File: config.mk
export PLATFORM = sky130hd
export DESIGN_NAME = kick_drum_voice
export DESIGN_NICKNAME = d
export VERILOG_FILES = /design/src/hdl/kdv_pkg.sv /design/src/hdl/kdv_mul.sv /design/src/hdl/kdv_div.sv /design/src/hdl/kick_drum_voice.sv
export SDC_FILE = /design/constraint.sdc
export NUM_CORES = 2
export LEC_CHECK = 0
export BUFFER_PORTS_ARGS = -buffer_cell sky130_fd_sc_hd__buf_2
export CAP_MARGIN = 0
export CORE_MARGIN = 2
export CORE_UTILIZATION = 45
export DETAILED_ROUTE_END_ITERATION = 10
export GPL_TIMING_DRIVEN = 0
export SYNTH_ARGS = -nofsm -noshare
export SYNTH_HDL_FRONTEND = slang
export SYNTH_SLANG_ARGS = --single-unit
File: constraint.sdc
create_clock -name aclk -period 16.1 [get_ports aclk]
set_input_delay 3.22 -clock aclk [delete_from_list [all_inputs] [get_ports aclk]]
set_output_delay 3.22 -clock aclk [all_outputs]
set_load 0.1 [all_outputs]
File: src/hdl/kdv_pkg.sv
// kdv_pkg: shared types and constants of the kick drum voice.
// Holds table sizes, fixed-point constants, register and opcode codes,
// and the structs between the sequencer, multiplier and divider.
package kdv_pkg;

    // table resolution of the sine and soft clip
    localparam int SINE_TABLE_BITS = 10;
    localparam int CLIP_TABLE_BITS = 10;

    // shared multiplier geometry
    localparam int MUL_A_W  = 34;
    localparam int MUL_B_W  = 33;
    localparam int MUL_P_W  = 64;
    localparam int MUL_SH_W = 5;

    // divider geometry for the soft clip quotient
    localparam int DVD_W     = 50;
    localparam int DVS_W     = 34;
    localparam int QUO_W     = 16;
    localparam int DIV_CNT_W = 5;

    // register indexes of the configuration port
    localparam logic [3:0] REG_AMP_DECAY   = 4'd0;
    localparam logic [3:0] REG_PITCH_DECAY = 4'd1;
    localparam logic [3:0] REG_CLICK_DECAY = 4'd2;
    localparam logic [3:0] REG_BASE_INC    = 4'd3;
    localparam logic [3:0] REG_SWEEP       = 4'd4;
    localparam logic [3:0] REG_CLICK_LEVEL = 4'd5;
    localparam logic [3:0] REG_TONE        = 4'd6;
    localparam logic [3:0] REG_DRIVE       = 4'd7;

    // opcodes
    localparam logic OP_TICK    = 1'b0;
    localparam logic OP_TRIGGER = 1'b1;

    // register reset values
    localparam logic [23:0] RST_AMP_DECAY   = 24'd16776516;
    localparam logic [23:0] RST_PITCH_DECAY = 24'd16770226;
    localparam logic [23:0] RST_CLICK_DECAY = 24'd16707310;
    localparam logic [31:0] RST_BASE_INC    = 32'd4473924;
    localparam logic [15:0] RST_SWEEP       = 16'd16384;
    localparam logic [15:0] RST_CLICK_LEVEL = 16'd32768;
    localparam logic [15:0] RST_TONE        = 16'd32768;
    localparam logic [15:0] RST_DRIVE       = 16'd4096;

    // fixed-point constants
    localparam logic [16:0] ENV_ONE       = 17'd65536;
    localparam logic [16:0] SILENCE_LEVEL = 17'd66;
    localparam logic [31:0] LCG_MULT      = 32'd1103515245;
    localparam logic [31:0] LCG_INC       = 32'd12345;
    localparam logic [32:0] LP_COEF       = 33'd19661;
    localparam logic [32:0] HP_COEF       = 33'd328;
    localparam logic [32:0] OUT_GAIN      = 33'd45875;

    // sine polynomial coefficients
    localparam logic [32:0] SIN_K0 = 33'd307;
    localparam logic [16:0] SIN_K1 = 17'd5223;
    localparam logic [16:0] SIN_K2 = 17'd42334;
    localparam logic [16:0] SIN_K3 = 17'd102944;
    localparam logic [15:0] SINE_MASK =
        16'((32'hFFFF >> (16 - SINE_TABLE_BITS)) << (16 - SINE_TABLE_BITS));

    // tanh Pade coefficients
    localparam logic [33:0] PADE_C0  = 34'd553512960;
    localparam logic [32:0] PADE_N2  = 33'd17325;
    localparam logic [32:0] PADE_N4  = 33'd378;
    localparam logic [32:0] PADE_D2  = 33'd62370;
    localparam logic [32:0] PADE_D4  = 33'd3150;
    localparam logic [32:0] PADE_D6  = 33'd28;
    localparam logic [CLIP_TABLE_BITS-1:0] CLIP_LAST = '1;

    typedef struct packed {
        logic signed [MUL_A_W-1:0] a;
        logic signed [MUL_B_W-1:0] b;
        logic [MUL_SH_W-1:0]       sh;
    } mul_op_t;

    typedef struct packed {
        logic             start;
        logic [DVD_W-1:0] dividend;
        logic [DVS_W-1:0] divisor;
    } div_req_t;

    typedef struct packed {
        logic             done;
        logic [QUO_W-1:0] quotient;
    } div_rsp_t;

endpackage

File: src/hdl/kdv_mul.sv
// kdv_mul: shared signed multiplier with arithmetic right shift.
// The shift floors the product. Depends on kdv_pkg.
module kdv_mul (
    input  kdv_pkg::mul_op_t                    op,
    output logic signed [kdv_pkg::MUL_P_W-1:0]  p
);

    logic signed [kdv_pkg::MUL_A_W+kdv_pkg::MUL_B_W-1:0] prod;

    // multiply, then scale down rounding toward minus infinity
    assign prod = $signed(op.a) * $signed(op.b);
    assign p    = kdv_pkg::MUL_P_W'(prod >>> op.sh);

endmodule

File: src/hdl/kdv_div.sv
// kdv_div: restoring divider, one quotient bit per cycle.
// Quotient must fit QUO_W bits. Depends on kdv_pkg.
module kdv_div (
    input  logic              aclk,
    input  logic              aresetn,
    input  kdv_pkg::div_req_t req,
    output kdv_pkg::div_rsp_t rsp
);

    logic [kdv_pkg::DVS_W-1:0]     rem_reg, rem_next;
    logic [kdv_pkg::QUO_W-1:0]     quo_reg, quo_next;
    logic [kdv_pkg::DVS_W-1:0]     dvs_reg, dvs_next;
    logic [kdv_pkg::DIV_CNT_W-1:0] cnt_reg, cnt_next;
    logic                          busy_reg, busy_next;
    logic                          done_reg, done_next;
    logic [kdv_pkg::DVS_W:0]       shifted;
    logic [kdv_pkg::DVS_W+1:0]     diff;
    logic                          fits;

    // trial subtract of the divisor from the shifted remainder
    always_comb begin
        shifted = {rem_reg, quo_reg[kdv_pkg::QUO_W-1]};
        diff    = {1'b0, shifted} - {2'b00, dvs_reg};
        fits    = !diff[kdv_pkg::DVS_W+1];
    end

    // load on start, then advance one bit per cycle
    always_comb begin
        rem_next  = rem_reg;
        quo_next  = quo_reg;
        dvs_next  = dvs_reg;
        cnt_next  = cnt_reg;
        busy_next = busy_reg;
        done_next = 1'b0;
        if (req.start) begin
            rem_next  = req.dividend[kdv_pkg::DVD_W-1:kdv_pkg::QUO_W];
            quo_next  = req.dividend[kdv_pkg::QUO_W-1:0];
            dvs_next  = req.divisor;
            cnt_next  = kdv_pkg::DIV_CNT_W'(kdv_pkg::QUO_W);
            busy_next = 1'b1;
        end else if (busy_reg) begin
            rem_next = fits ? diff[kdv_pkg::DVS_W-1:0] : shifted[kdv_pkg::DVS_W-1:0];
            quo_next = {quo_reg[kdv_pkg::QUO_W-2:0], fits};
            cnt_next = cnt_reg - 1'b1;
            if (cnt_reg == kdv_pkg::DIV_CNT_W'(1)) begin
                busy_next = 1'b0;
                done_next = 1'b1;
            end
        end
    end

    always_ff @(posedge aclk) begin
        if (!aresetn) begin
            busy_reg <= 1'b0;
            done_reg <= 1'b0;
            cnt_reg  <= '0;
        end else begin
            busy_reg <= busy_next;
            done_reg <= done_next;
            cnt_reg  <= cnt_next;
        end
        rem_reg <= rem_next;
        quo_reg <= quo_next;
        dvs_reg <= dvs_next;
    end

    assign rsp.done     = done_reg;
    assign rsp.quotient = quo_reg;

endmodule

File: src/hdl/kick_drum_voice.sv
// kick_drum_voice: one-shot kick drum voice, sequencer over a shared multiplier.
// Trigger item: taken while idle, no result; the next item can follow at once.
// Silent tick: the zero result goes through S_DONE to the output register.
// Sounding tick: the result is built in the steps S_AMP to S_OUT, which use the one
// multiplier, with the one-bit-per-cycle divider between S_DGO and S_LP, then S_DONE;
// the next item is taken back in S_IDLE; S_DONE waits while the output is full and m_ready is low.
// Reset (aresetn, synchronous): registers to defaults, voice silent, filters zero.
// Depends on kdv_pkg, kdv_mul, kdv_div.
module kick_drum_voice (
    input  logic               aclk,
    input  logic               aresetn,
    input  logic               s_valid,
    output logic               s_ready,
    input  logic               s_opcode,
    input  logic [15:0]        s_velocity,
    output logic               m_valid,
    input  logic               m_ready,
    output logic signed [15:0] m_sample_out,
    output logic               m_voice_active,
    input  logic               cfg_valid,
    output logic               cfg_ready,
    input  logic [3:0]         cfg_index,
    input  logic [31:0]        cfg_data
);

    typedef enum logic [5:0] {
        S_IDLE, S_AMP, S_PITCH, S_CENV, S_FACT, S_INC, S_LCG, S_ST2,
        S_S1, S_S2, S_S3, S_S4, S_C1, S_C2, S_M1, S_M2, S_M3, S_DRV,
        S_X2, S_X4, S_X6, S_N1, S_N2, S_D1, S_D2, S_D3, S_NX,
        S_DGO, S_DWAIT, S_LP, S_HP, S_OUT, S_DONE
    } state_t;

    localparam int CB = kdv_pkg::CLIP_TABLE_BITS;

    // configuration registers
    logic [23:0] amp_decay_reg, pitch_decay_reg, click_decay_reg;
    logic [31:0] base_inc_reg;
    logic [15:0] sweep_reg, click_level_reg, tone_reg, drive_reg;

    // voice state and work registers
    state_t             state_reg, state_next;
    logic               active_reg, active_next;
    logic [31:0]        phase_reg, phase_next;
    logic [16:0]        amp_reg, amp_next;
    logic [16:0]        pitch_reg, pitch_next;
    logic [16:0]        cenv_reg, cenv_next;
    logic [15:0]        vel_reg, vel_next;
    logic [31:0]        seed_reg, seed_next;
    logic signed [23:0] lp_reg, lp_next;
    logic signed [23:0] hp_reg, hp_next;
    logic [20:0]        factor_reg, factor_next;
    logic [16:0]        t_reg, t_next;
    logic [16:0]        t2_reg, t2_next;
    logic [16:0]        acc_reg, acc_next;
    logic [1:0]         quad_reg, quad_next;
    logic signed [15:0] body_reg, body_next;
    logic signed [16:0] clk_reg, clk_next;
    logic signed [21:0] mix_reg, mix_next;
    logic [13:0]        x_reg, x_next;
    logic               neg_reg, neg_next;
    logic [16:0]        x2_reg, x2_next;
    logic [20:0]        x4_reg, x4_next;
    logic [24:0]        x6_reg, x6_next;
    logic [32:0]        num_reg, num_next;
    logic [33:0]        den_reg, den_next;
    logic [kdv_pkg::DVD_W-1:0] dvd_reg, dvd_next;
    logic signed [15:0] clip_reg, clip_next;
    logic signed [15:0] res_sample_reg, res_sample_next;
    logic               res_active_reg, res_active_next;
    logic               m_valid_reg, m_valid_next;
    logic signed [15:0] m_sample_reg, m_sample_next;
    logic               m_active_reg, m_active_next;

    // datapath helpers
    kdv_pkg::mul_op_t                   mul_op;
    logic signed [kdv_pkg::MUL_P_W-1:0] mul_p;
    kdv_pkg::div_req_t                  div_req;
    kdv_pkg::div_rsp_t                  div_rsp;
    logic [15:0]        sin_p;
    logic [14:0]        sin_r;
    logic [16:0]        sin_t;
    logic signed [15:0] noise;
    logic [21:0]        drv_mag;
    logic [21:0]        drv_idx;
    logic [CB-1:0]      clip_idx;
    logic [13:0]        clip_x;
    logic [15:0]        sat_mag;
    logic [15:0]        quo_sat;
    logic signed [23:0] s23;
    logic signed [24:0] lp_diff, hp_diff, out_diff;

    kdv_mul u_mul (
        .op (mul_op),
        .p  (mul_p)
    );

    kdv_div u_div (
        .aclk    (aclk),
        .aresetn (aresetn),
        .req     (div_req),
        .rsp     (div_rsp)
    );

    // configuration writes; indexes beyond the list are dropped
    assign cfg_ready = 1'b1;

    always_ff @(posedge aclk) begin
        if (!aresetn) begin
            amp_decay_reg   <= kdv_pkg::RST_AMP_DECAY;
            pitch_decay_reg <= kdv_pkg::RST_PITCH_DECAY;
            click_decay_reg <= kdv_pkg::RST_CLICK_DECAY;
            base_inc_reg    <= kdv_pkg::RST_BASE_INC;
            sweep_reg       <= kdv_pkg::RST_SWEEP;
            click_level_reg <= kdv_pkg::RST_CLICK_LEVEL;
            tone_reg        <= kdv_pkg::RST_TONE;
            drive_reg       <= kdv_pkg::RST_DRIVE;
        end else if (cfg_valid) begin
            case (cfg_index)
                kdv_pkg::REG_AMP_DECAY:   amp_decay_reg   <= cfg_data[23:0];
                kdv_pkg::REG_PITCH_DECAY: pitch_decay_reg <= cfg_data[23:0];
                kdv_pkg::REG_CLICK_DECAY: click_decay_reg <= cfg_data[23:0];
                kdv_pkg::REG_BASE_INC:    base_inc_reg    <= cfg_data;
                kdv_pkg::REG_SWEEP:       sweep_reg       <= cfg_data[15:0];
                kdv_pkg::REG_CLICK_LEVEL: click_level_reg <= cfg_data[15:0];
                kdv_pkg::REG_TONE:        tone_reg        <= cfg_data[15:0];
                kdv_pkg::REG_DRIVE:       drive_reg       <= cfg_data[15:0];
                default: ;
            endcase
        end
    end

    // sine table address, noise value and soft clip address
    always_comb begin
        sin_p    = phase_reg[31:16] & kdv_pkg::SINE_MASK;
        sin_r    = {1'b0, sin_p[13:0]};
        if (sin_p[14]) begin
            sin_r = 15'(15'd16384 - sin_r);
        end
        sin_t    = {sin_r, 2'b00};
        noise    = {~seed_reg[30], seed_reg[29:16], 1'b0};
        drv_mag  = mix_reg[21] ? 22'(-mix_reg) : 22'(mix_reg);
        drv_idx  = drv_mag >> (17 - CB);
        clip_idx = (drv_idx > 22'(kdv_pkg::CLIP_LAST)) ? kdv_pkg::CLIP_LAST
                                                        : drv_idx[CB-1:0];
        clip_x   = 14'((32'(clip_idx) << (17 - CB)) >> 3);
        sat_mag  = (mul_p > 64'sd32767) ? 16'd32767 : mul_p[15:0];
        quo_sat  = (div_rsp.quotient > 16'd32767) ? 16'd32767 : div_rsp.quotient;
        s23      = {clip_reg, 8'h00};
        lp_diff  = 25'(s23) - 25'(lp_reg);
        hp_diff  = 25'(lp_reg) - 25'(hp_reg);
        out_diff = 25'(lp_reg) - 25'(hp_reg);
    end

    // multiplier operands for each step
    always_comb begin
        mul_op.a  = '0;
        mul_op.b  = '0;
        mul_op.sh = '0;
        case (state_reg)
            S_AMP: begin
                mul_op.a  = kdv_pkg::MUL_A_W'($signed({1'b0, amp_reg}));
                mul_op.b  = kdv_pkg::MUL_B_W'($signed({1'b0, amp_decay_reg}));
                mul_op.sh = 5'd24;
            end
            S_PITCH: begin
                mul_op.a  = kdv_pkg::MUL_A_W'($signed({1'b0, pitch_reg}));
                mul_op.b  = kdv_pkg::MUL_B_W'($signed({1'b0, pitch_decay_reg}));
                mul_op.sh = 5'd24;
            end
            S_CENV: begin
                mul_op.a  = kdv_pkg::MUL_A_W'($signed({1'b0, cenv_reg}));
                mul_op.b  = kdv_pkg::MUL_B_W'($signed({1'b0, click_decay_reg}));
                mul_op.sh = 5'd24;
            end
            S_FACT: begin
                mul_op.a  = kdv_pkg::MUL_A_W'($signed({1'b0, sweep_reg}));
                mul_op.b  = kdv_pkg::MUL_B_W'($signed({1'b0, pitch_reg}));
                mul_op.sh = 5'd12;
            end
            S_INC: begin
                mul_op.a  = kdv_pkg::MUL_A_W'($signed({1'b0, base_inc_reg}));
                mul_op.b  = kdv_pkg::MUL_B_W'($signed({1'b0, factor_reg}));
                mul_op.sh = 5'd16;
            end
            S_LCG: begin
                mul_op.a  = kdv_pkg::MUL_A_W'($signed({1'b0, seed_reg}));
                mul_op.b  = kdv_pkg::MUL_B_W'($signed({1'b0, kdv_pkg::LCG_MULT}));
            end
            S_ST2: begin
                mul_op.a  = kdv_pkg::MUL_A_W'($signed({1'b0, sin_t}));
                mul_op.b  = kdv_pkg::MUL_B_W'($signed({1'b0, sin_t}));
                mul_op.sh = 5'd16;
            end
            S_S1: begin
                mul_op.a  = kdv_pkg::MUL_A_W'($signed({1'b0, t2_reg}));
                mul_op.b  = $signed(kdv_pkg::SIN_K0);
                mul_op.sh = 5'd16;
            end
            S_S2, S_S3: begin
                mul_op.a  = kdv_pkg::MUL_A_W'($signed({1'b0, t2_reg}));
                mul_op.b  = kdv_pkg::MUL_B_W'($signed({1'b0, acc_reg}));
                mul_op.sh = 5'd16;
            end
            S_S4: begin
                mul_op.a  = kdv_pkg::MUL_A_W'($signed({1'b0, t_reg}));
                mul_op.b  = kdv_pkg::MUL_B_W'($signed({1'b0, acc_reg}));
                mul_op.sh = 5'd17;
            end
            S_C1: begin
                mul_op.a  = kdv_pkg::MUL_A_W'(noise);
                mul_op.b  = kdv_pkg::MUL_B_W'($signed({1'b0, cenv_reg}));
                mul_op.sh = 5'd16;
            end
            S_C2: begin
                mul_op.a  = kdv_pkg::MUL_A_W'(clk_reg);
                mul_op.b  = kdv_pkg::MUL_B_W'($signed({1'b0, click_level_reg}));
                mul_op.sh = 5'd16;
            end
            S_M1: begin
                mul_op.a  = kdv_pkg::MUL_A_W'(body_reg);
                mul_op.b  = kdv_pkg::MUL_B_W'($signed({1'b0,
                                17'(kdv_pkg::ENV_ONE - {2'b00, tone_reg[15:1]})}));
                mul_op.sh = 5'd16;
            end
            S_M2: begin
                mul_op.a  = kdv_pkg::MUL_A_W'(mix_reg);
                mul_op.b  = kdv_pkg::MUL_B_W'($signed({1'b0, amp_reg}));
                mul_op.sh = 5'd16;
            end
            S_M3: begin
                mul_op.a  = kdv_pkg::MUL_A_W'(mix_reg);
                mul_op.b  = kdv_pkg::MUL_B_W'($signed({1'b0, vel_reg}));
                mul_op.sh = 5'd16;
            end
            S_DRV: begin
                mul_op.a  = kdv_pkg::MUL_A_W'(mix_reg);
                mul_op.b  = kdv_pkg::MUL_B_W'($signed({1'b0, drive_reg}));
                mul_op.sh = 5'd12;
            end
            S_X2: begin
                mul_op.a  = kdv_pkg::MUL_A_W'($signed({1'b0, clip_x}));
                mul_op.b  = kdv_pkg::MUL_B_W'($signed({1'b0, clip_x}));
                mul_op.sh = 5'd12;
            end
            S_X4: begin
                mul_op.a  = kdv_pkg::MUL_A_W'($signed({1'b0, x2_reg}));
                mul_op.b  = kdv_pkg::MUL_B_W'($signed({1'b0, x2_reg}));
                mul_op.sh = 5'd12;
            end
            S_X6: begin
                mul_op.a  = kdv_pkg::MUL_A_W'($signed({1'b0, x4_reg}));
                mul_op.b  = kdv_pkg::MUL_B_W'($signed({1'b0, x2_reg}));
                mul_op.sh = 5'd12;
            end
            S_N1: begin
                mul_op.a = kdv_pkg::MUL_A_W'($signed({1'b0, x2_reg}));
                mul_op.b = $signed(kdv_pkg::PADE_N2);
            end
            S_N2: begin
                mul_op.a = kdv_pkg::MUL_A_W'($signed({1'b0, x4_reg}));
                mul_op.b = $signed(kdv_pkg::PADE_N4);
            end
            S_D1: begin
                mul_op.a = kdv_pkg::MUL_A_W'($signed({1'b0, x2_reg}));
                mul_op.b = $signed(kdv_pkg::PADE_D2);
            end
            S_D2: begin
                mul_op.a = kdv_pkg::MUL_A_W'($signed({1'b0, x4_reg}));
                mul_op.b = $signed(kdv_pkg::PADE_D4);
            end
            S_D3: begin
                mul_op.a = kdv_pkg::MUL_A_W'($signed({1'b0, x6_reg}));
                mul_op.b = $signed(kdv_pkg::PADE_D6);
            end
            S_NX: begin
                mul_op.a = kdv_pkg::MUL_A_W'($signed({1'b0, num_reg}));
                mul_op.b = kdv_pkg::MUL_B_W'($signed({1'b0, x_reg}));
            end
            S_LP: begin
                mul_op.a  = kdv_pkg::MUL_A_W'(lp_diff);
                mul_op.b  = $signed(kdv_pkg::LP_COEF);
                mul_op.sh = 5'd16;
            end
            S_HP: begin
                mul_op.a  = kdv_pkg::MUL_A_W'(hp_diff);
                mul_op.b  = $signed(kdv_pkg::HP_COEF);
                mul_op.sh = 5'd16;
            end
            S_OUT: begin
                mul_op.a  = kdv_pkg::MUL_A_W'(out_diff);
                mul_op.b  = $signed(kdv_pkg::OUT_GAIN);
                mul_op.sh = 5'd24;
            end
            default: ;
        endcase
    end

    // divider request
    always_comb begin
        div_req.start    = (state_reg == S_DGO);
        div_req.dividend = dvd_reg;
        div_req.divisor  = den_reg;
    end

    // sequencer: next state and register updates
    always_comb begin
        state_next      = state_reg;
        active_next     = active_reg;
        phase_next      = phase_reg;
        amp_next        = amp_reg;
        pitch_next      = pitch_reg;
        cenv_next       = cenv_reg;
        vel_next        = vel_reg;
        seed_next       = seed_reg;
        lp_next         = lp_reg;
        hp_next         = hp_reg;
        factor_next     = factor_reg;
        t_next          = t_reg;
        t2_next         = t2_reg;
        acc_next        = acc_reg;
        quad_next       = quad_reg;
        body_next       = body_reg;
        clk_next        = clk_reg;
        mix_next        = mix_reg;
        x_next          = x_reg;
        neg_next        = neg_reg;
        x2_next         = x2_reg;
        x4_next         = x4_reg;
        x6_next         = x6_reg;
        num_next        = num_reg;
        den_next        = den_reg;
        dvd_next        = dvd_reg;
        clip_next       = clip_reg;
        res_sample_next = res_sample_reg;
        res_active_next = res_active_reg;
        m_valid_next    = m_valid_reg;
        m_sample_next   = m_sample_reg;
        m_active_next   = m_active_reg;

        // drop the result once taken
        if (m_valid_reg && m_ready) begin
            m_valid_next = 1'b0;
        end

        case (state_reg)
            S_IDLE: begin
                if (s_valid) begin
                    if (s_opcode == kdv_pkg::OP_TRIGGER) begin
                        vel_next    = s_velocity;
                        active_next = 1'b1;
                        phase_next  = '0;
                        amp_next    = kdv_pkg::ENV_ONE;
                        pitch_next  = kdv_pkg::ENV_ONE;
                        cenv_next   = kdv_pkg::ENV_ONE;
                        seed_next   = '0;
                    end else if (active_reg) begin
                        state_next = S_AMP;
                    end else begin
                        res_sample_next = '0;
                        res_active_next = 1'b0;
                        state_next      = S_DONE;
                    end
                end
            end
            // decay the three envelopes
            S_AMP: begin
                amp_next   = mul_p[16:0];
                state_next = S_PITCH;
            end
            S_PITCH: begin
                pitch_next = mul_p[16:0];
                state_next = S_CENV;
            end
            S_CENV: begin
                cenv_next  = mul_p[16:0];
                state_next = S_FACT;
            end
            // silence check, then pitch sweep factor
            S_FACT: begin
                if (amp_reg < kdv_pkg::SILENCE_LEVEL) begin
                    active_next     = 1'b0;
                    res_sample_next = '0;
                    res_active_next = 1'b0;
                    state_next      = S_DONE;
                end else begin
                    factor_next = 21'(21'd65536 + mul_p[20:0]);
                    state_next  = S_INC;
                end
            end
            S_INC: begin
                phase_next = phase_reg + mul_p[31:0];
                state_next = S_LCG;
            end
            S_LCG: begin
                seed_next  = mul_p[31:0] + kdv_pkg::LCG_INC;
                state_next = S_ST2;
            end
            // quarter-wave sine polynomial
            S_ST2: begin
                t_next     = sin_t;
                quad_next  = sin_p[15:14];
                t2_next    = mul_p[16:0];
                state_next = S_S1;
            end
            S_S1: begin
                acc_next   = kdv_pkg::SIN_K1 - mul_p[16:0];
                state_next = S_S2;
            end
            S_S2: begin
                acc_next   = kdv_pkg::SIN_K2 - mul_p[16:0];
                state_next = S_S3;
            end
            S_S3: begin
                acc_next   = kdv_pkg::SIN_K3 - mul_p[16:0];
                state_next = S_S4;
            end
            S_S4: begin
                body_next  = quad_reg[1] ? -$signed(sat_mag) : $signed(sat_mag);
                state_next = S_C1;
            end
            // shape the noise click
            S_C1: begin
                clk_next   = mul_p[16:0];
                state_next = S_C2;
            end
            S_C2: begin
                clk_next   = mul_p[16:0];
                state_next = S_M1;
            end
            // mix, amplitude, velocity, drive
            S_M1: begin
                mix_next   = 22'(mul_p) + 22'(clk_reg);
                state_next = S_M2;
            end
            S_M2: begin
                mix_next   = mul_p[21:0];
                state_next = S_M3;
            end
            S_M3: begin
                mix_next   = mul_p[21:0];
                state_next = S_DRV;
            end
            S_DRV: begin
                mix_next   = mul_p[21:0];
                state_next = S_X2;
            end
            // soft clip entry: powers of x, Pade terms
            S_X2: begin
                x_next     = clip_x;
                neg_next   = mix_reg[21];
                x2_next    = mul_p[16:0];
                state_next = S_X4;
            end
            S_X4: begin
                x4_next    = mul_p[20:0];
                state_next = S_X6;
            end
            S_X6: begin
                x6_next    = mul_p[24:0];
                state_next = S_N1;
            end
            S_N1: begin
                num_next   = 33'(kdv_pkg::PADE_C0 + 34'(mul_p[32:0]) + 34'(x6_reg));
                state_next = S_N2;
            end
            S_N2: begin
                num_next   = num_reg + mul_p[32:0];
                state_next = S_D1;
            end
            S_D1: begin
                den_next   = kdv_pkg::PADE_C0 + mul_p[33:0];
                state_next = S_D2;
            end
            S_D2: begin
                den_next   = den_reg + mul_p[33:0];
                state_next = S_D3;
            end
            S_D3: begin
                den_next   = den_reg + mul_p[33:0];
                state_next = S_NX;
            end
            S_NX: begin
                dvd_next   = {mul_p[kdv_pkg::DVD_W-4:0], 3'b000};
                state_next = S_DGO;
            end
            S_DGO: begin
                state_next = S_DWAIT;
            end
            S_DWAIT: begin
                if (div_rsp.done) begin
                    clip_next  = neg_reg ? -$signed(quo_sat) : $signed(quo_sat);
                    state_next = S_LP;
                end
            end
            // low-pass, DC follower, output gain
            S_LP: begin
                lp_next    = lp_reg + mul_p[23:0];
                state_next = S_HP;
            end
            S_HP: begin
                hp_next    = hp_reg + mul_p[23:0];
                state_next = S_OUT;
            end
            S_OUT: begin
                if (mul_p > 64'sd32767) begin
                    res_sample_next = 16'sd32767;
                end else if (mul_p < -64'sd32768) begin
                    res_sample_next = -16'sd32768;
                end else begin
                    res_sample_next = mul_p[15:0];
                end
                res_active_next = 1'b1;
                state_next      = S_DONE;
            end
            // hand the item to the output register when free
            S_DONE: begin
                if (!m_valid_reg || m_ready) begin
                    m_valid_next  = 1'b1;
                    m_sample_next = res_sample_reg;
                    m_active_next = res_active_reg;
                    state_next    = S_IDLE;
                end
            end
            default: begin
                state_next = S_IDLE;
            end
        endcase
    end

    always_ff @(posedge aclk) begin
        if (!aresetn) begin
            state_reg   <= S_IDLE;
            active_reg  <= 1'b0;
            phase_reg   <= '0;
            amp_reg     <= '0;
            pitch_reg   <= '0;
            cenv_reg    <= '0;
            vel_reg     <= '0;
            seed_reg    <= '0;
            lp_reg      <= '0;
            hp_reg      <= '0;
            m_valid_reg <= 1'b0;
        end else begin
            state_reg   <= state_next;
            active_reg  <= active_next;
            phase_reg   <= phase_next;
            amp_reg     <= amp_next;
            pitch_reg   <= pitch_next;
            cenv_reg    <= cenv_next;
            vel_reg     <= vel_next;
            seed_reg    <= seed_next;
            lp_reg      <= lp_next;
            hp_reg      <= hp_next;
            m_valid_reg <= m_valid_next;
        end
        factor_reg     <= factor_next;
        t_reg          <= t_next;
        t2_reg         <= t2_next;
        acc_reg        <= acc_next;
        quad_reg       <= quad_next;
        body_reg       <= body_next;
        clk_reg        <= clk_next;
        mix_reg        <= mix_next;
        x_reg          <= x_next;
        neg_reg        <= neg_next;
        x2_reg         <= x2_next;
        x4_reg         <= x4_next;
        x6_reg         <= x6_next;
        num_reg        <= num_next;
        den_reg        <= den_next;
        dvd_reg        <= dvd_next;
        clip_reg       <= clip_next;
        res_sample_reg <= res_sample_next;
        res_active_reg <= res_active_next;
        m_sample_reg   <= m_sample_next;
        m_active_reg   <= m_active_next;
    end

    assign s_ready        = (state_reg == S_IDLE);
    assign m_valid        = m_valid_reg;
    assign m_sample_out   = m_sample_reg;
    assign m_voice_active = m_active_reg;

endmodule

==> metrics.md <==
| Metric | Value |
|---|---|
| Required time at the worst-slack endpoint | `around 17000 ps` |
| Clk Latency, worst-skew pair | `730 ps` |
| Cell row count | `between 150 and 200` |
| Maximum number of pins on one net before global-route repair | `40` |
| Data arrival time of the critical path | `roughly 17000 ps` |
| Flop and latch count out of synthesis | `between 800 and 900` |
| Overflow after GRT | `0` |
| CTS Root Cell | `sky130_fd_sc_hd__clkbuf_16` |
| Peak VDD IR | `just under 0.6 mV` |
| Standard cell area after detailed placement | `0.0894 mm2` |
| Worst clock skew | `between 40 and 50 ps` |
| Post-Synth Simple-Gate Area | `17.3%` |
| Fraction of the mapped netlist area in adder cells | `~30%` |
| Sort of element at the start of the critical path | `flop` |
| Proportion of layout cells with a drive suffix above 1 | `11.5%` |
| Largest family of logic cells by synthesized area | `adder cells` |
| First-pass iteration count of the detailed router | `9` |
| Register area | `0.0205 mm2` |
| ANT nets after route | `0` |
| Summed instance area of the synthesized netlist | `~0.084 mm2` |
| Number of cells produced by synthesis | `9672` |
| Slew of the pin with the lowest slew margin | `~1700 ps` |
| Power per cell area | `roughly 93 mW/mm2` |
| Signed area change from the synthesized netlist to the final layout | `14.8%` |
| Count of max-cap constraint violations | `6` |
| Routed wirelength normalized by instance count | `approximately 35 um` |
| Number of nets in the layout | `between 10000 and 15000` |
| Ys Warns | `0` |
| Number of distinct library cells after synthesis | `approximately 110` |
| First-iteration detailed-routing DRC count | `11300` |
| Compound-gate portion of the synthesized area | `around 16%` |
| Number of levels the H-tree was split into | `3` |
| Pins Over Slew Limit | `between 50 and 60` |
| Final setup slack of the worst path | `-45.2 ps` |
| Xor/xnor share of the synthesized area | `under 10%` |
| Critical Path Most Common Cell | `sky130_fd_sc_hd__fa_1` |
| Average cell area after synthesis | `slightly below 9 um2` |
| Number of port buffers | `between 60 and 70` |
| Number of vias in the routed layout | `approximately 80000` |
| Hold Path Cell Cnt | `0` |
| Effective utilization at floorplan | `45.4%` |
| Post-synthesis async set-or-reset flop share | `0%` |
| Number of antenna violations at the first check in global routing | `69` |
| Classification of the worst setup path | `reg -> reg` |
| Largest stage delay on the critical path | `around 910 ps` |
| Wire length of the first global-routing pass | `~600 mm` |
| Cell area after layout | `0.0967 mm2` |
| Final Routed Wirelength | `around 440 mm` |
| Stages on the worst setup path | `49` |
| Number of buffers added by the clock tree synthesis step | `84` |
| LEAKAGE | `41.2 nW` |
| Setup TNS | `-110 ps` |
| Total routing usage reported by global routing | `between 40% and 50%` |
| Hold Buf Count CTS | `0` |
| Die Outline Area | `0.191 mm2` |
| Floorplan core area | `0.186 mm2` |
| Relative slew slack | `-15.0%` |
| Clock net sink count | `~800` |
| Primary FF master, synth | `sky130_fd_sc_hd__edfxtp_1` |
| Maximum clock frequency | `slightly above 60 MHz` |
| Reg2Reg Depth | `49` |
| Via count of the first global-routing pass | `~77000` |
| Routability congestion estimate | `~1.1` |
| Final Hold Fails | `0` |
| Clock tree from TritonCTS | `done` |
| Post-layout minimum cycle time | `approximately 16000 ps` |
| Multiplexer share of the synthesized area | `0.826%` |
| Number of enable-type register cells in the synthesized netlist | `about 440` |
| Highest net fanout along the worst path | `10` |
| Filler cells | `approximately 18000` |
| Clock-pin slew on the worst setup and hold paths | `roughly 80 ps` |
| Run status | `complete, but fails checks` |
| Post-detail-place hpwl | `around 350 mm` |
| Io pins | `78` |
| Average vias per placed instance | `6.39` |
| Violations in the final reports | `max-capacitance violations, max-slew violations, negative setup slack` |
| Bufs and invs on worst path | `13` |
| Die height | `437 um` |
| Total setup violations reported at the end of the flow | `4` |
| Setup repair after global routing missed its margin | `true` |
| Ratio of final minimum period to clock period | `100%` |
| Largest register FFs | `47` |
| Element type at the critical path end | `flop` |
| Hold WC Path Type | `reg -> reg` |
| Area of the multi-input gates | `0.0596 mm2` |
| Worst path slowest cell | `sky130_fd_sc_hd__clkbuf_1` |
| Clock tree buffer depth | `3` |
| X dimension of the die | `approximately 440 um` |
| Cell family with most CP delay | `adder cells` |
| Sequential-to-total area share from yosys stat | `roughly 24%` |
| Number of DRC violations after detailed routing | `0` |
metal layers:
layer  routed length [um]  vias up  GRT usage, %
li1                     -    33400             -
met1               174000    40500          61.1
met2               171000     5729          61.3
met3                63800     1269          18.3
met4                31900       54          25.9
met5                  897        -          1.61
Yosys cell counts (45+ instances only):
cell type,instances,area share [%]
sky130_fd_sc_hd__inv_1,1317,5.9
sky130_fd_sc_hd__a211oi_1,77,0.69
sky130_fd_sc_hd__o211ai_1,45,0.40
sky130_fd_sc_hd__clkbuf_1,392,1.7
sky130_fd_sc_hd__a21boi_0,152,1.4
sky130_fd_sc_hd__a221oi_1,60,0.62
sky130_fd_sc_hd__nand2b_1,79,0.59
sky130_fd_sc_hd__nor2b_1,79,0.59
sky130_fd_sc_hd__and3_1,65,0.48
sky130_fd_sc_hd__dfxtp_1,361,8.6
sky130_fd_sc_hd__xnor2_1,258,2.7
sky130_fd_sc_hd__ha_1,531,7.9
sky130_fd_sc_hd__nand3_1,314,1.9
sky130_fd_sc_hd__a21oi_1,416,2.5
sky130_fd_sc_hd__a22oi_1,104,0.93
sky130_fd_sc_hd__mux2i_1,49,0.58
sky130_fd_sc_hd__nor3_1,170,1.0
sky130_fd_sc_hd__a21o_1,95,0.85
sky130_fd_sc_hd__fa_1,924,22
sky130_fd_sc_hd__and2_1,137,1.0
sky130_fd_sc_hd__o21ai_0,399,2.4
sky130_fd_sc_hd__edfxtp_1,442,16
sky130_fd_sc_hd__or3_1,72,0.53
sky130_fd_sc_hd__xor2_1,109,1.1
sky130_fd_sc_hd__nor2_1,808,3.6
sky130_fd_sc_hd__nand2_1,1251,5.6
sky130_fd_sc_hd__o21a_1,66,0.59
sky130_fd_sc_hd__a31oi_1,48,0.36
sky130_fd_sc_hd__nand4_1,70,0.52
sky130_fd_sc_hd__or2_2,46,0.34
worst reg2reg max path, delay by kind of cell, from the launching register on:
kind / cells / cell delay [ps]
buffers and inverters: 13 / 3870
adder cells (fa/ha/maj): 10 / 4760
AO/OA/AOI/OAI: 12 / 3330
flip-flops: 1 / 370
AND/OR/NAND/NOR: 14 / 3560
placed cells by master (no fill, tap or decap), drive strengths merged, types with 48 or more instances in the layout:
master  instances
a21o           95
or3            72
ha            531
a211oi         79
a21oi         418
nand3         314
o21a           66
nor2          808
nor3          171
nor2b          79
inv          1309
xor2          109
and3           66
a22oi         104
o21ai         418
a31oi          48
dfxtp         361
a21boi        156
fa            924
buf           416
clkbuf        453
edfxtp        442
a221oi         63
nand2        1251
or2            49
nand2b         79
xnor2         258
and2          140
mux2i          51
nand4          70
where the power goes:
group	total (W)	internal [W]	switching [W]
Sequential	0.00228	0.00226	0.0000161
Clock	0.00216	0.00121	0.000948
Combinational	0.00454	0.00162	0.00292
path summary, 6_finish.rpt:
path | to | slack (ps) | start
min reg2reg | m_sample_out[9] | 420 | res_sample_reg[9]
max | body_reg[10] | -50 | state_reg[4]
min | m_sample_out[9] | 420 | res_sample_reg[9]
max reg2reg | body_reg[10] | -50 | state_reg[4]
metrics by stage:
step / hold slack [ps] / utilization (%) / cells / total power, W / setup slack, ps
after floorplan: 400 / - / 9716 / 0.00493 / 1080
after global placement: 405 / 47.3 / 12300 / 0.00616 / -8570
after detailed placement: 406 / 48.1 / 12300 / 0.00623 / -5280
after CTS: 421 / 51.0 / 12600 / 0.00854 / 0.648
after global routing: 432 / 52.0 / 12600 / 0.00931 / -110
final: 421 / 52.1 / 12700 / 0.00898 / -45.2
cell type report:
cell class,count,area share (%)
clock inverter,49,0.594
antenna,46,0.119
inverter,1332,5.37
sequential,803,21.2
timing repair buffer,306,3.04
timing repair inverter,1,0.0116
buffer,461,2.40
clock buffer,104,2.39
multi-input combinational,7094,61.6
tap,2480,3.21
cell families (layout without fill, tap and decap cells):
group | after synthesis | after routing
AND/OR/NAND/NOR | 3218 | 3218
multiplexers | 66 | 66
AO/OA/AOI/OAI | 1942 | 1942
XOR/XNOR | 367 | 367
flip-flops | 803 | 803
other | 2 | 92
adder cells (fa/ha/maj) | 1455 | 1455
buffers and inverters | 1819 | 2253
what timing repair did:
item | CTS | global route
cloned | 0 | 4
setup buffers | 93 | 72
pin swaps | 62 | 90
endpoints found under the setup margin | 415 | 85
gates resized for setup | 441 | 421
(Power assumes the default switching activity.)
